File: src/mlsu_pkg.sv
// ----------------------------------------------------------------------------
// mlsu_pkg
// Shared types and constants for the misaligned load/store unit: transfer
// payloads, operation codes, controller states and controller/datapath links.
// ----------------------------------------------------------------------------
package mlsu_pkg;

    localparam int WORD_ADDR_BITS = 14;
    localparam int MEM_DEPTH      = 2 ** WORD_ADDR_BITS;

    localparam logic [31:0] BYTE_MASK = 32'h0000_00FF;
    localparam logic [31:0] HALF_MASK = 32'h0000_FFFF;
    localparam logic [31:0] WORD_MASK = 32'hFFFF_FFFF;

    typedef logic [WORD_ADDR_BITS-1:0] word_idx_t;

    typedef enum logic {
        CMD_LOAD  = 1'b0,
        CMD_STORE = 1'b1
    } cmd_t;

    typedef enum logic [1:0] {
        SIZE_BYTE    = 2'd0,
        SIZE_HALF    = 2'd1,
        SIZE_WORD    = 2'd2,
        SIZE_INVALID = 2'd3
    } size_t;

    localparam logic STATUS_OK       = 1'b0;
    localparam logic STATUS_BAD_SIZE = 1'b1;

    localparam logic [1:0] OFFSET_LAST = 2'd3;

    typedef struct packed {
        logic        cmd;
        logic [1:0]  size;
        logic [31:0] address;
        logic [31:0] write_data;
    } mlsu_in_t;

    typedef struct packed {
        logic [31:0] read_data;
        logic        status;
    } mlsu_out_t;

    typedef enum logic [2:0] {
        ST_CLEAR,
        ST_IDLE,
        ST_RD1,
        ST_WR0,
        ST_WR1
    } state_t;

    // Commands from the controller to the datapath.
    typedef struct packed {
        logic accept;      // capture the request, read the first word
        logic rd_en;       // memory read
        logic wr_en;       // memory write of merged data
        logic sel_second;  // address the second word
        logic clr_en;      // clearing pass write
        logic w0_cap;      // hold the first word
        logic finish;      // load the result register
    } ctrl_cmd_t;

    // Status from the datapath to the controller.
    typedef struct packed {
        logic spans;       // store touching two words
        logic do_write;    // store with a valid size
        logic clr_last;    // clearing pass on its last word
    } dp_stat_t;

endpackage

File: src/mlsu_ctrl.sv
// ----------------------------------------------------------------------------
// mlsu_ctrl
// Controller state machine: clearing pass after reset, then the read and
// read-modify-write sequence of each load or store.
// ----------------------------------------------------------------------------
module mlsu_ctrl (
    input  logic                clk,
    input  logic                rst_n,
    input  logic                start,
    output logic                busy,
    input  mlsu_pkg::dp_stat_t  stat,
    output mlsu_pkg::ctrl_cmd_t cmd
);

    mlsu_pkg::state_t state_reg;
    mlsu_pkg::state_t state_next;

    always_ff @(posedge clk or negedge rst_n)
    begin
        if (!rst_n)
        begin
            state_reg <= mlsu_pkg::ST_CLEAR;
        end
        else
        begin
            state_reg <= state_next;
        end
    end

    always_comb
    begin
        state_next = state_reg;
        unique case (state_reg)
            mlsu_pkg::ST_CLEAR:
            begin
                if (stat.clr_last)
                begin
                    state_next = mlsu_pkg::ST_IDLE;
                end
            end
            mlsu_pkg::ST_IDLE:
            begin
                if (start)
                begin
                    state_next = mlsu_pkg::ST_RD1;
                end
            end
            mlsu_pkg::ST_RD1:
            begin
                state_next = mlsu_pkg::ST_WR0;
            end
            mlsu_pkg::ST_WR0:
            begin
                state_next = stat.spans ? mlsu_pkg::ST_WR1 : mlsu_pkg::ST_IDLE;
            end
            mlsu_pkg::ST_WR1:
            begin
                state_next = mlsu_pkg::ST_IDLE;
            end
            default:
            begin
                state_next = mlsu_pkg::ST_IDLE;
            end
        endcase
    end

    always_comb
    begin
        cmd  = '0;
        busy = 1'b1;
        unique case (state_reg)
            mlsu_pkg::ST_CLEAR:
            begin
                cmd.clr_en = 1'b1;
            end
            mlsu_pkg::ST_IDLE:
            begin
                busy       = 1'b0;
                cmd.accept = start;
                cmd.rd_en  = start;
            end
            mlsu_pkg::ST_RD1:
            begin
                cmd.rd_en      = 1'b1;
                cmd.sel_second = 1'b1;
                cmd.w0_cap     = 1'b1;
            end
            mlsu_pkg::ST_WR0:
            begin
                cmd.wr_en  = stat.do_write;
                cmd.finish = !stat.spans;
            end
            mlsu_pkg::ST_WR1:
            begin
                cmd.wr_en      = 1'b1;
                cmd.sel_second = 1'b1;
                cmd.finish     = 1'b1;
            end
            default:
            begin
                cmd = '0;
            end
        endcase
    end

    // An accepted request passes through the second-word read state before it reaches the write stage.
    assert property (@(posedge clk) disable iff (!rst_n)
        cmd.accept |=> ##1 (state_reg == mlsu_pkg::ST_WR0))
        else $error("request did not reach the write stage");

    // The second-word write only follows a store that spans two words.
    assert property (@(posedge clk) disable iff (!rst_n)
        (state_reg == mlsu_pkg::ST_WR1) |-> $past(stat.spans && stat.do_write))
        else $error("second-word write without a spanning store");

    // The controller is ready for a new request right after a result.
    assert property (@(posedge clk) disable iff (!rst_n)
        cmd.finish |=> (state_reg == mlsu_pkg::ST_IDLE))
        else $error("controller not idle after a result");

endmodule

File: config.mk
export PLATFORM = sky130hd
export DESIGN_NAME = mlsu_ctrl
export DESIGN_NICKNAME = d
export VERILOG_FILES = /design/src/mlsu_pkg.sv /design/src/mlsu_ctrl.sv
export SDC_FILE = /design/constraint.sdc
export NUM_CORES = 1
export LEC_CHECK = 0
export BUFFER_PORTS_ARGS = -buffer_cell sky130_fd_sc_hd__buf_2
export CAP_MARGIN = 20
export CORE_AREA = 4 4 41 43
export CTS_CLUSTER_DIAMETER = 120
export CTS_CLUSTER_SIZE = 14
export DETAILED_ROUTE_END_ITERATION = 10
export DIE_AREA = 0 0 45 47
export PLACE_DENSITY = 0.41
export SLEW_MARGIN = 20
export SYNTH_ARGS = -nofsm -noshare
export SYNTH_HDL_FRONTEND = slang
export SYNTH_SLANG_ARGS = --single-unit
File: constraint.sdc
create_clock -name clk -period 1.59 [get_ports clk]
set_input_delay 0.0795 -clock clk [delete_from_list [all_inputs] [get_ports clk]]
set_output_delay 0.0795 -clock clk [all_outputs]
set_load 0.1 [all_outputs]
==> flow_results.xml, run 1 <==
<?xml version="1.0" encoding="UTF-8"?>
<metrics>
  <group name="clock_tree">
    <metric name="clkTransAtPathRegs" unit="ns">0.03</metric>
    <metric name="ctsRootBufferMaster" unit="">sky130_fd_sc_hd__clkbuf_4</metric>
    <metric name="clkLatencyLatePin" unit="ns">0.23</metric>
    <metric name="number_of_setup_buffers_added_after_cts" unit="">0</metric>
    <metric name="ctsHtreeMaxLevel" unit="">1</metric>
    <metric name="tritoncts" unit="">yes</metric>
    <metric name="cts-buffers-inserted" unit="">3</metric>
    <metric name="cts.sinks" unit="">3</metric>
    <metric name="cts_buffer_depth" unit="">2</metric>
  </group>
  <group name="job">
    <metric name="timing.max_cap.violations" unit="">0</metric>
  </group>
  <group name="sta">
    <metric name="worst_max_slew_pin_slew" unit="ns">0.487</metric>
    <metric name="fin_crit_sh" unit="%">92.3</metric>
    <metric name="slew_headroom" unit="%">67.7</metric>
    <metric name="timing.final.hold_violations" unit="">0</metric>
    <metric name="setup_violations" unit="">0</metric>
    <metric name="clock-skew-final" unit="ns">0.00105</metric>
    <metric name="post-route-min-period" unit="ns">1.47</metric>
    <metric name="hold_ws" unit="ns">0.0958</metric>
    <metric name="tns" unit="ns">0</metric>
    <metric name="rsz0062_at_grt" unit="">no</metric>
    <metric name="report.final.slew_viol_count" unit="">0</metric>
    <metric name="maxClockFrequency" unit="MHz">681</metric>
  </group>
  <group name="detailed_routing">
    <metric name="top_signal_layer_used" unit="">met4</metric>
    <metric name="routedLengthMet1" unit="um">244</metric>
    <metric name="route.detailed.wl_per_inst" unit="um">9.93</metric>
    <metric name="drtIter0Drc" unit="">0</metric>
    <metric name="route.met3.wl" unit="um">57</metric>
    <metric name="dr_total_vias" unit="">245</metric>
    <metric name="via_per_inst" unit="">4.15</metric>
    <metric name="postRouteAntennaNets" unit="">0</metric>
    <metric name="routed_wl" unit="um">586</metric>
    <metric name="drc_errors" unit="">0</metric>
    <metric name="firstDrtPassIters" unit="">1</metric>
    <metric name="met2WireLength" unit="um">263</metric>
  </group>
  <group name="global_routing">
    <metric name="grt_pass1_vias" unit="">213</metric>
    <metric name="wire_length_of_the_first_global_routing_pass" unit="um">834</metric>
    <metric name="grt.total_usage" unit="%">6.02</metric>
    <metric name="grt_max_degree" unit="">13</metric>
    <metric name="grt.overflow.total" unit="">0</metric>
    <metric name="antenna_found_initial" unit="">0</metric>
  </group>
  <group name="finish">
    <metric name="finalNetCount" unit="">51</metric>
    <metric name="diodes" unit="">0</metric>
    <metric name="final_util" unit="%">34.7</metric>
    <metric name="postLayoutCellArea" unit="sq um">452</metric>
    <metric name="fraction_of_layout_cells_with_a_size_suffix_above_1" unit="%">54.5</metric>
    <metric name="area_growth" unit="%">105</metric>
    <metric name="fill_cells" unit="">142</metric>
    <metric name="largest_register_ffs" unit="">3</metric>
  </group>
  <group name="die">
    <metric name="die_area" unit="sq um">2120</metric>
    <metric name="floorplan.die.height" unit="um">47</metric>
    <metric name="initial_utilization" unit="%">16.9</metric>
    <metric name="die_width" unit="um">45</metric>
    <metric name="rows" unit="">13</metric>
    <metric name="design.core.area" unit="sq um">1300</metric>
    <metric name="pin_count" unit="">14</metric>
  </group>
  <group name="logic_synthesis">
    <metric name="synth.yosys.warnings" unit="">0</metric>
    <metric name="netlist-cell-type-count" unit="">14</metric>
    <metric name="synth_top_cells_by_count" unit="">sky130_fd_sc_hd__a21oi_1, sky130_fd_sc_hd__dfrtp_1, sky130_fd_sc_hd__inv_1, sky130_fd_sc_hd__nand2b_1, sky130_fd_sc_hd__nor2_1</metric>
    <metric name="synth_area_leader_cell" unit="">sky130_fd_sc_hd__dfrtp_1</metric>
    <metric name="dominant_synthesized_flop_cell" unit="">sky130_fd_sc_hd__dfrtp_1</metric>
    <metric name="netlist_area" unit="sq um">220</metric>
    <metric name="synth_top_cells_by_area" unit="">sky130_fd_sc_hd__dfrtp_1, sky130_fd_sc_hd__nand2b_1, sky130_fd_sc_hd__a21oi_1, sky130_fd_sc_hd__buf_4, sky130_fd_sc_hd__nand3b_1</metric>
    <metric name="async_flop_share" unit="%">100</metric>
    <metric name="synth_cells" unit="">29</metric>
    <metric name="ys_ff_latch" unit="">3</metric>
    <metric name="synth_sequential_area_ratio" unit="%">34.1</metric>
    <metric name="post_synth.cell_area_avg" unit="sq um">7.59</metric>
    <metric name="syn-num-nets" unit="">35</metric>
    <metric name="synth_top_area_share" unit="%">34.1</metric>
    <metric name="synth-edff-count" unit="">0</metric>
  </group>
  <group name="setup_path">
    <metric name="crit_path_max_fanout" unit="">9</metric>
    <metric name="worstPathCellList" unit="">nand3b_1 -&gt; o22ai_2 -&gt; buf_12</metric>
    <metric name="worstSetupStartpointType" unit="">flop</metric>
    <metric name="worstSetupPathType" unit="">flop to output pin</metric>
    <metric name="worstSetupEndpointType" unit="">output pin</metric>
    <metric name="cp_data_arrival_time" unit="ns">1.39</metric>
    <metric name="timing.critical_path.slowest_cell_delay" unit="ns">0.48</metric>
    <metric name="timing.critical_path.slowest_stage_cell" unit="">sky130_fd_sc_hd__dfrtp_1</metric>
    <metric name="critical_path_required" unit="ns">1.51</metric>
  </group>
  <group name="worst_hold_path">
    <metric name="type_of_the_most_critical_hold_path" unit="">input port to flop</metric>
  </group>
  <group name="placement">
    <metric name="numPortBuffers" unit="">13</metric>
    <metric name="place.gp.congestion" unit="">0.714</metric>
    <metric name="placed_cell_area" unit="sq um">414</metric>
    <metric name="dp_hpwl" unit="um">450</metric>
  </group>
  <group name="run_status">
    <metric name="outcome" unit="">finished clean</metric>
  </group>
</metrics>
## timing repair
action | 4_1_cts | 5_1_grt
hold buffers | 1 | 0
gates resized for setup | 0 | 1
endpoints found under the hold margin | 3 | 0
endpoints found under the setup margin | 0 | 3
## cell families (layout without fill, tap and decap cells)
group	after synthesis	after routing	synth area share (%)
AO/OA/AOI/OAI	7	7	20.5
buffers and inverters	6	21	14.2
flip-flops	3	3	34.1
AND/OR/NAND/NOR	13	13	31.3
## metal layers
metal	up-vias	track usage (%)
li1	125	-
met1	108	6.64
met2	10	7.63
met3	2	1.92
met4	0	8.77
met5	-	0
## worst max-delay path: cells and delay by family, from the launching register on
family	cells	cell delay [ns]
compound gates	1	0.20
simple gates	1	0.27
flops	1	0.48
buf+inv	1	0.20
## final timing paths
kind	end	from	slack [ns]	cells after the start
worst min register to register	state_reg[1]	state_reg[2]	0.67	1
max in group asynchronous	state_reg[0]	rst_n	1.31	2
worst min-delay path	state_reg[2]	stat[2]	0.1	3
worst max register to register	state_reg[0]	state_reg[0]	0.39	2
min in group asynchronous	state_reg[0]	rst_n	0.17	2
worst max-delay path	cmd[4]	state_reg[2]	0.12	3
## through the flow
step / instances / setup slack (ns)
after floorplan: 29 / -0.236
after global placement: 54 / 0.335
after detailed placement: 54 / 0.308
after CTS: 59 / 0.0462
after global routing: 59 / 0.0121
final: 59 / 0.122
## placed cells by master (no fill, tap or decap), types with 2 or more instances in the layout
cell type and instances:
sky130_fd_sc_hd__o22ai_2 2, sky130_fd_sc_hd__nand2b_1 3, sky130_fd_sc_hd__nor3_2 2, sky130_fd_sc_hd__clkbuf_4 3, sky130_fd_sc_hd__dfrtp_1 2, sky130_fd_sc_hd__nand3b_1 2
sky130_fd_sc_hd__buf_12 6, sky130_fd_sc_hd__inv_1 3, sky130_fd_sc_hd__nand2_1 2, sky130_fd_sc_hd__nor2_1 2, sky130_fd_sc_hd__buf_2 7
## final cells by class
cell class	count	area [sq um]	area share [%]
Clock buffer	4	26.3	5.82
Inverter	3	11.3	2.49
Multi-Input combinational cell	20	154	34.1
Sequential cell	3	76.3	16.9
Tap cell	15	18.8	4.16
Timing Repair Buffer	14	165	36.6
Power of run 1 is not shown: default switching activity piles up to over one toggle a cycle in this logic, so the estimate is an artifact.
==> run 2, diff against run 1 <==
--- a/config.mk
+++ b/config.mk
@@ -5,6 +5,7 @@
 export SDC_FILE = /design/constraint.sdc
 export NUM_CORES = 1
 export LEC_CHECK = 0
+export ABC_AREA = 1
 export BUFFER_PORTS_ARGS = -buffer_cell sky130_fd_sc_hd__buf_2
 export CAP_MARGIN = 20
 export CORE_AREA = 4 4 41 43
@@ -12,7 +13,7 @@
 export CTS_CLUSTER_SIZE = 14
 export DETAILED_ROUTE_END_ITERATION = 10
 export DIE_AREA = 0 0 45 47
-export PLACE_DENSITY = 0.41
+export PLACE_DENSITY = 0.39
 export SLEW_MARGIN = 20
 export SYNTH_ARGS = -nofsm -noshare
 export SYNTH_HDL_FRONTEND = slang
==> run 2 against run 1 <==
Area after synthesis is 10% lower. Non-clock buffer count stayed put. Critical path depth is 1 higher. Maximum frequency is 1.3% higher. Via count is 4.9% lower. Largest cell class unchanged.
==> flow_results.xml, run 2 <==
<?xml version="1.0" encoding="UTF-8"?>
<metrics>
  <group name="clock_tree">
    <metric name="cts.sinks" unit="">3</metric>
    <metric name="cts_buffer_depth" unit="">2</metric>
    <metric name="cts-buffers-inserted" unit="">3</metric>
    <metric name="ctsHtreeMaxLevel" unit="">1</metric>
    <metric name="post_cts_resize_count" unit="">0</metric>
    <metric name="tritoncts" unit="">yes</metric>
    <metric name="clkLatencyLatePin" unit="ns">0.23</metric>
    <metric name="clkTransAtPathRegs" unit="ns">0.04</metric>
    <metric name="ctsRootBufferMaster" unit="">sky130_fd_sc_hd__clkbuf_4</metric>
  </group>
  <group name="global_routing">
    <metric name="grt_pass1_vias" unit="">224</metric>
    <metric name="grt.overflow.total" unit="">0</metric>
    <metric name="wire_length_of_the_first_global_routing_pass" unit="um">848</metric>
    <metric name="grt_max_degree" unit="">6</metric>
    <metric name="grt.total_usage" unit="%">5.86</metric>
    <metric name="antenna_found_initial" unit="">0</metric>
  </group>
  <group name="logic_synthesis">
    <metric name="synth_top_area_share" unit="%">38.0</metric>
    <metric name="synth_top_cells_by_area" unit="">sky130_fd_sc_hd__dfrtp_1, sky130_fd_sc_hd__inv_1, sky130_fd_sc_hd__nand3_1, sky130_fd_sc_hd__o21ai_1, sky130_fd_sc_hd__nand2_1</metric>
    <metric name="synth_area_leader_cell" unit="">sky130_fd_sc_hd__dfrtp_1</metric>
    <metric name="async_flop_share" unit="%">100</metric>
    <metric name="netlist_area" unit="sq um">198</metric>
    <metric name="netlist-cell-type-count" unit="">12</metric>
    <metric name="dominant_synthesized_flop_cell" unit="">sky130_fd_sc_hd__dfrtp_1</metric>
    <metric name="ys_ff_latch" unit="">3</metric>
    <metric name="synth_cells" unit="">29</metric>
    <metric name="synth_sequential_area_ratio" unit="%">38.0</metric>
    <metric name="yosysMostFrequentCell" unit="">sky130_fd_sc_hd__inv_1</metric>
    <metric name="synth.yosys.warnings" unit="">0</metric>
    <metric name="synth_top_cells_by_count" unit="">sky130_fd_sc_hd__inv_1, sky130_fd_sc_hd__nand2_1</metric>
    <metric name="syn-num-nets" unit="">35</metric>
    <metric name="post_synth.cell_area_avg" unit="sq um">6.82</metric>
    <metric name="synth-edff-count" unit="">0</metric>
  </group>
  <group name="detailed_routing">
    <metric name="routed_wl" unit="um">523</metric>
    <metric name="firstDrtPassIters" unit="">2</metric>
    <metric name="dr_total_vias" unit="">233</metric>
    <metric name="drc_errors" unit="">0</metric>
    <metric name="drtIter0Drc" unit="">1</metric>
    <metric name="via_per_inst" unit="">3.76</metric>
    <metric name="postRouteAntennaNets" unit="">0</metric>
    <metric name="route.detailed.wl_per_inst" unit="um">8.44</metric>
  </group>
  <group name="setup_path">
    <metric name="worstSetupEndpointType" unit="">output pin</metric>
    <metric name="worstPathCellList" unit="">inv_2 -&gt; nand3_4 -&gt; nor2_4 -&gt; buf_2</metric>
    <metric name="crit_path_max_fanout" unit="">5</metric>
    <metric name="worstSetupStartpointType" unit="">flop</metric>
    <metric name="timing.critical_path.slowest_cell_delay" unit="ns">0.42</metric>
    <metric name="r2r_slack" unit="ns">0.66</metric>
    <metric name="timing.rr.end" unit="">state_reg[1]</metric>
    <metric name="cp_data_arrival_time" unit="ns">1.37</metric>
    <metric name="worstRegToRegCells" unit="">3</metric>
    <metric name="critical_path_required" unit="ns">1.51</metric>
    <metric name="timing.critical_path.slowest_stage_cell" unit="">sky130_fd_sc_hd__buf_2</metric>
    <metric name="worstSetupPathType" unit="">flop to output pin</metric>
    <metric name="regToRegStartpoint" unit="">state_reg[0]</metric>
  </group>
  <group name="sta">
    <metric name="worst_max_slew_pin_slew" unit="ns">0.489</metric>
    <metric name="rsz0062_at_grt" unit="">no</metric>
    <metric name="fin_crit_sh" unit="%">91.1</metric>
    <metric name="slew_headroom" unit="%">67.6</metric>
    <metric name="tns" unit="ns">0</metric>
    <metric name="setup_violations" unit="">0</metric>
    <metric name="clock-skew-final" unit="ns">0.00241</metric>
    <metric name="post-route-min-period" unit="ns">1.45</metric>
    <metric name="timing.final.hold_violations" unit="">0</metric>
    <metric name="maxClockFrequency" unit="MHz">690</metric>
    <metric name="report.final.slew_viol_count" unit="">0</metric>
  </group>
  <group name="finish">
    <metric name="fill_cells" unit="">144</metric>
    <metric name="finalNetCount" unit="">54</metric>
    <metric name="area_growth" unit="%">112</metric>
    <metric name="largest_register_ffs" unit="">3</metric>
    <metric name="diodes" unit="">0</metric>
    <metric name="layout_commonest_cell" unit="">sky130_fd_sc_hd__buf_2</metric>
    <metric name="most-common-layout-cells" unit="">sky130_fd_sc_hd__buf_2, sky130_fd_sc_hd__inv_1, sky130_fd_sc_hd__buf_12</metric>
    <metric name="fraction_of_layout_cells_with_a_size_suffix_above_1" unit="%">51.1</metric>
  </group>
  <group name="worst_hold_path">
    <metric name="type_of_the_most_critical_hold_path" unit="">input port to flop</metric>
    <metric name="worstHoldEndpoint" unit="">state_reg[2]</metric>
    <metric name="hold_path_depth" unit="">3</metric>
    <metric name="min-delay-start" unit="">stat[2]</metric>
  </group>
  <group name="die">
    <metric name="floorplan.die.height" unit="um">47</metric>
    <metric name="pin_count" unit="">14</metric>
    <metric name="initial_utilization" unit="%">15.2</metric>
    <metric name="die_width" unit="um">45</metric>
    <metric name="die_area" unit="sq um">2120</metric>
    <metric name="design.core.area" unit="sq um">1300</metric>
    <metric name="rows" unit="">13</metric>
  </group>
  <group name="placement">
    <metric name="dp_hpwl" unit="um">450</metric>
    <metric name="place.gp.congestion" unit="">0.784</metric>
    <metric name="numPortBuffers" unit="">13</metric>
  </group>
  <group name="run_status">
    <metric name="outcome" unit="">finished clean</metric>
  </group>
  <group name="job">
    <metric name="timing.max_cap.violations" unit="">0</metric>
  </group>
</metrics>
[run 2: how the worst max path moves through the flow]
| stage | from | endpoint | cells past startpoint |
|---|---|---|---|
| 6_report | state_reg[1] | cmd[6] | 4 |
| 5_1_grt | state_reg[1] | cmd[6] | 4 |
| 4_1_cts | state_reg[1] | cmd[6] | 4 |
| 3_5_place_dp | state_reg[1] | cmd[6] | 4 |
| 3_3_place_gp | state_reg[1] | cmd[6] | 4 |
| 2_1_floorplan | state_reg[1] | cmd[5] | 3 |
[run 2: cell type report]
type | instances | area (sq um) | area share [%]
repair buffers | 14 | 150 | 35.8
multi-input cells | 18 | 119 | 28.4
flip-flops and latches | 3 | 75.1 | 17.9
inverters | 8 | 30.0 | 7.16
clock buffers | 4 | 26.3 | 6.27
well taps | 15 | 18.8 | 4.48
[run 2: cell families (layout without fill, tap and decap cells)]
group                  count (synthesis)  after routing  synth area share, %
AO/OA/AOI/OAI                          5              5                 14.6
flip-flops                             3              3                 38.0
buffers and inverters                  8             26                 15.2
AND/OR/NAND/NOR                       13             13                 32.3
[run 2: stage by stage]
stage	cells	setup WS [ns]	utilization [%]	hold WS, ns	area (sq um)
floorplan	29	0.0102	-	-0.216	224
global placement	57	0.381	29.4	-0.123	383
detailed placement	57	0.374	29.4	-0.124	383
CTS	62	0.121	32.2	0.104	419
global route	62	0.0526	32.2	0.109	419
finish	62	0.141	32.2	0.114	419
[run 2: repair_timing]
action | in CTS | in global routing
endpoints found under the hold margin | 3 | 0
setup endpoints to repair | 0 | 0
setup buffers | 0 | 0
hold buffers | 1 | 0
[run 2: layer usage]
metal / global-route usage (%) / share of wire (%) / vias up / routed length, um
met3: 1.92 / 7.5 / 0 / 39
li1: - / - / 126 / -
met1: 5.95 / 42 / 102 / 218
met2: 8.76 / 51 / 5 / 265
met5: 0 / 0 / - / 0
met4: 7.02 / 0 / 0 / 0
[run 2: worst max-delay path, delay by kind of cell (launching register included)]
family	cells	cell delay, ns
buffers and inverters	2	0.54
and+or+nand+nor	2	0.20
DFF	1	0.40
Power of run 2 is left out for the same reason.
==> run 3, diff against run 2 <==
--- a/config.mk
+++ b/config.mk
@@ -9,6 +9,7 @@
 export BUFFER_PORTS_ARGS = -buffer_cell sky130_fd_sc_hd__buf_2
 export CAP_MARGIN = 20
 export CORE_AREA = 4 4 41 43
+export CTS_BUF_LIST = sky130_fd_sc_hd__clkbuf_8
 export CTS_CLUSTER_DIAMETER = 120
 export CTS_CLUSTER_SIZE = 14
 export DETAILED_ROUTE_END_ITERATION = 10
==> run 3 against run 2 <==
Sequential share of layout area decreased by 0.77 points. Utilization grew 1.4 points. Critical path depth unchanged. Critical endpoint unchanged. Worst hold slack improved by 0.017 ns. Non-clock buffer count unchanged. Critical path type unchanged. Global-route usage increased by 0.079 points.
==> flow_results.xml, run 3 (synthesis results as in run 2) <==
<?xml version="1.0" encoding="UTF-8"?>
<metrics>
  <group name="run_status">
    <metric name="outcome" unit="">finished clean</metric>
  </group>
  <group name="worst_hold_path">
    <metric name="type_of_the_most_critical_hold_path" unit="">input port to flop</metric>
  </group>
  <group name="finish">
    <metric name="postLayoutCellArea" unit="sq um">438</metric>
    <metric name="finalNonFillerCells" unit="">62</metric>
    <metric name="fraction_of_layout_cells_with_a_size_suffix_above_1" unit="%">51.1</metric>
    <metric name="finalNetCount" unit="">54</metric>
    <metric name="area_growth" unit="%">122</metric>
    <metric name="diodes" unit="">0</metric>
    <metric name="layout_commonest_cell" unit="">sky130_fd_sc_hd__buf_2</metric>
    <metric name="fill_cells" unit="">143</metric>
    <metric name="largest_register_ffs" unit="">3</metric>
    <metric name="most-common-layout-cells" unit="">sky130_fd_sc_hd__buf_2, sky130_fd_sc_hd__inv_1, sky130_fd_sc_hd__buf_12</metric>
  </group>
  <group name="sta">
    <metric name="slew_headroom" unit="%">67.6</metric>
    <metric name="report.final.slew_viol_count" unit="">0</metric>
    <metric name="worst_max_slew_pin_slew" unit="ns">0.489</metric>
    <metric name="setup_violations" unit="">0</metric>
    <metric name="fin_crit_sh" unit="%">90.1</metric>
    <metric name="maxClockFrequency" unit="MHz">698</metric>
    <metric name="timing.final.hold_violations" unit="">0</metric>
    <metric name="rsz0062_at_grt" unit="">no</metric>
    <metric name="clock-skew-final" unit="ns">0.00325</metric>
    <metric name="tns" unit="ns">0</metric>
    <metric name="post-route-min-period" unit="ns">1.43</metric>
  </group>
  <group name="global_routing">
    <metric name="antenna_found_initial" unit="">0</metric>
    <metric name="grt_max_degree" unit="">6</metric>
    <metric name="grt.overflow.total" unit="">0</metric>
    <metric name="grt.total_usage" unit="%">5.94</metric>
    <metric name="grt_pass1_vias" unit="">226</metric>
    <metric name="wire_length_of_the_first_global_routing_pass" unit="um">862</metric>
  </group>
  <group name="placement">
    <metric name="numPortBuffers" unit="">13</metric>
    <metric name="dp_hpwl" unit="um">450</metric>
    <metric name="placed_cell_area" unit="sq um">383</metric>
    <metric name="place.detailed.instances" unit="">57</metric>
    <metric name="place.gp.congestion" unit="">0.784</metric>
  </group>
  <group name="setup_path">
    <metric name="cp_data_arrival_time" unit="ns">1.35</metric>
    <metric name="crit_path_max_fanout" unit="">5</metric>
    <metric name="critical_path_required" unit="ns">1.51</metric>
    <metric name="worstSetupStartpointType" unit="">flop</metric>
    <metric name="worstSetupEndpointType" unit="">output pin</metric>
    <metric name="worstSetupPathType" unit="">flop to output pin</metric>
  </group>
  <group name="clock_tree">
    <metric name="number_of_setup_buffers_added_after_cts" unit="">0</metric>
    <metric name="post_cts_resize_count" unit="">0</metric>
    <metric name="tritoncts" unit="">yes</metric>
    <metric name="ctsHtreeMaxLevel" unit="">1</metric>
    <metric name="ctsRootBufferMaster" unit="">sky130_fd_sc_hd__clkbuf_8</metric>
    <metric name="cts.sinks" unit="">3</metric>
    <metric name="cts-hold-fix-buffers" unit="">1</metric>
    <metric name="clkTransAtPathRegs" unit="ns">0.03</metric>
    <metric name="cts-buffers-inserted" unit="">3</metric>
    <metric name="cts_buffer_depth" unit="">2</metric>
    <metric name="clkLatencyLatePin" unit="ns">0.21</metric>
  </group>
  <group name="die">
    <metric name="die_width" unit="um">45</metric>
    <metric name="pin_count" unit="">14</metric>
    <metric name="die_area" unit="sq um">2120</metric>
    <metric name="floorplan.die.height" unit="um">47</metric>
    <metric name="design.core.area" unit="sq um">1300</metric>
    <metric name="initial_utilization" unit="%">15.2</metric>
    <metric name="rows" unit="">13</metric>
  </group>
  <group name="detailed_routing">
    <metric name="firstDrtPassIters" unit="">2</metric>
    <metric name="drtIter0Drc" unit="">1</metric>
    <metric name="via_per_inst" unit="">3.81</metric>
    <metric name="postRouteAntennaNets" unit="">0</metric>
    <metric name="route.detailed.wl_per_inst" unit="um">8.65</metric>
    <metric name="routed_wl" unit="um">536</metric>
    <metric name="drc_errors" unit="">0</metric>
    <metric name="dr_total_vias" unit="">236</metric>
  </group>
  <group name="job">
    <metric name="timing.max_cap.violations" unit="">0</metric>
  </group>
</metrics>
run 3: cell count changes in the layout (fill, tap and decap cells not counted):
| cell | delta |
|---|---|
| sky130_fd_sc_hd__clkbuf_1 | -1 |
| sky130_fd_sc_hd__clkbuf_8 | +3 |
| sky130_fd_sc_hd__clkbuf_4 | -3 |
| sky130_fd_sc_hd__inv_1 | +1 |
run 3: path summary, 6_finish.rpt:
| check | from | endpoint | slack, ns | cells past startpoint |
|---|---|---|---|---|
| min in group asynchronous | rst_n | state_reg[1] | 0.19 | 2 |
| hold reg to reg | state_reg[2] | state_reg[0] | 0.59 | 3 |
| hold / removal | stat[2] | state_reg[2] | 0.13 | 3 |
| setup / recovery | state_reg[1] | cmd[6] | 0.16 | 4 |
| setup reg to reg | state_reg[0] | state_reg[1] | 0.66 | 3 |
| max in group asynchronous | rst_n | state_reg[2] | 1.29 | 2 |
run 3: area by class of cell:
type	count	area [sq um]	area share, %
clock inverter	1	3.75	0.857
tap	15	18.8	4.29
multi-input combinational	18	119	27.1
timing repair buffer	14	150	34.3
sequential	3	75.1	17.1
inverter	8	30.0	6.86
clock buffer	3	41.3	9.43
run 3: critical path, cell delays in order (launching register included):
cell,delay [ns]
sky130_fd_sc_hd__dfrtp_1,0.39
sky130_fd_sc_hd__inv_2,0.12
sky130_fd_sc_hd__nand3_4,0.12
sky130_fd_sc_hd__nor2_4,0.08
sky130_fd_sc_hd__buf_2,0.42
run 3: layer usage:
| metal | global-route usage [%] | part of all wire [%] |
|---|---|---|
| met1 | 6.18 | 43 |
| met5 | 0 | 0 |
| met4 | 7.02 | 0 |
| met2 | 8.76 | 50 |
| met3 | 1.92 | 7.3 |
run 3: metrics by stage:
stage          hold WS (ns)  setup slack, ns  utilization, %
2_1_floorplan        -0.216           0.0102               -
3_3_place_gp         -0.123            0.381            29.4
3_5_place_dp         -0.124            0.374            29.4
4_1_cts               0.125            0.144            33.7
5_1_grt               0.130           0.0760            33.7
6_report              0.130            0.157            33.7
Power of run 3 is left out for the same reason.
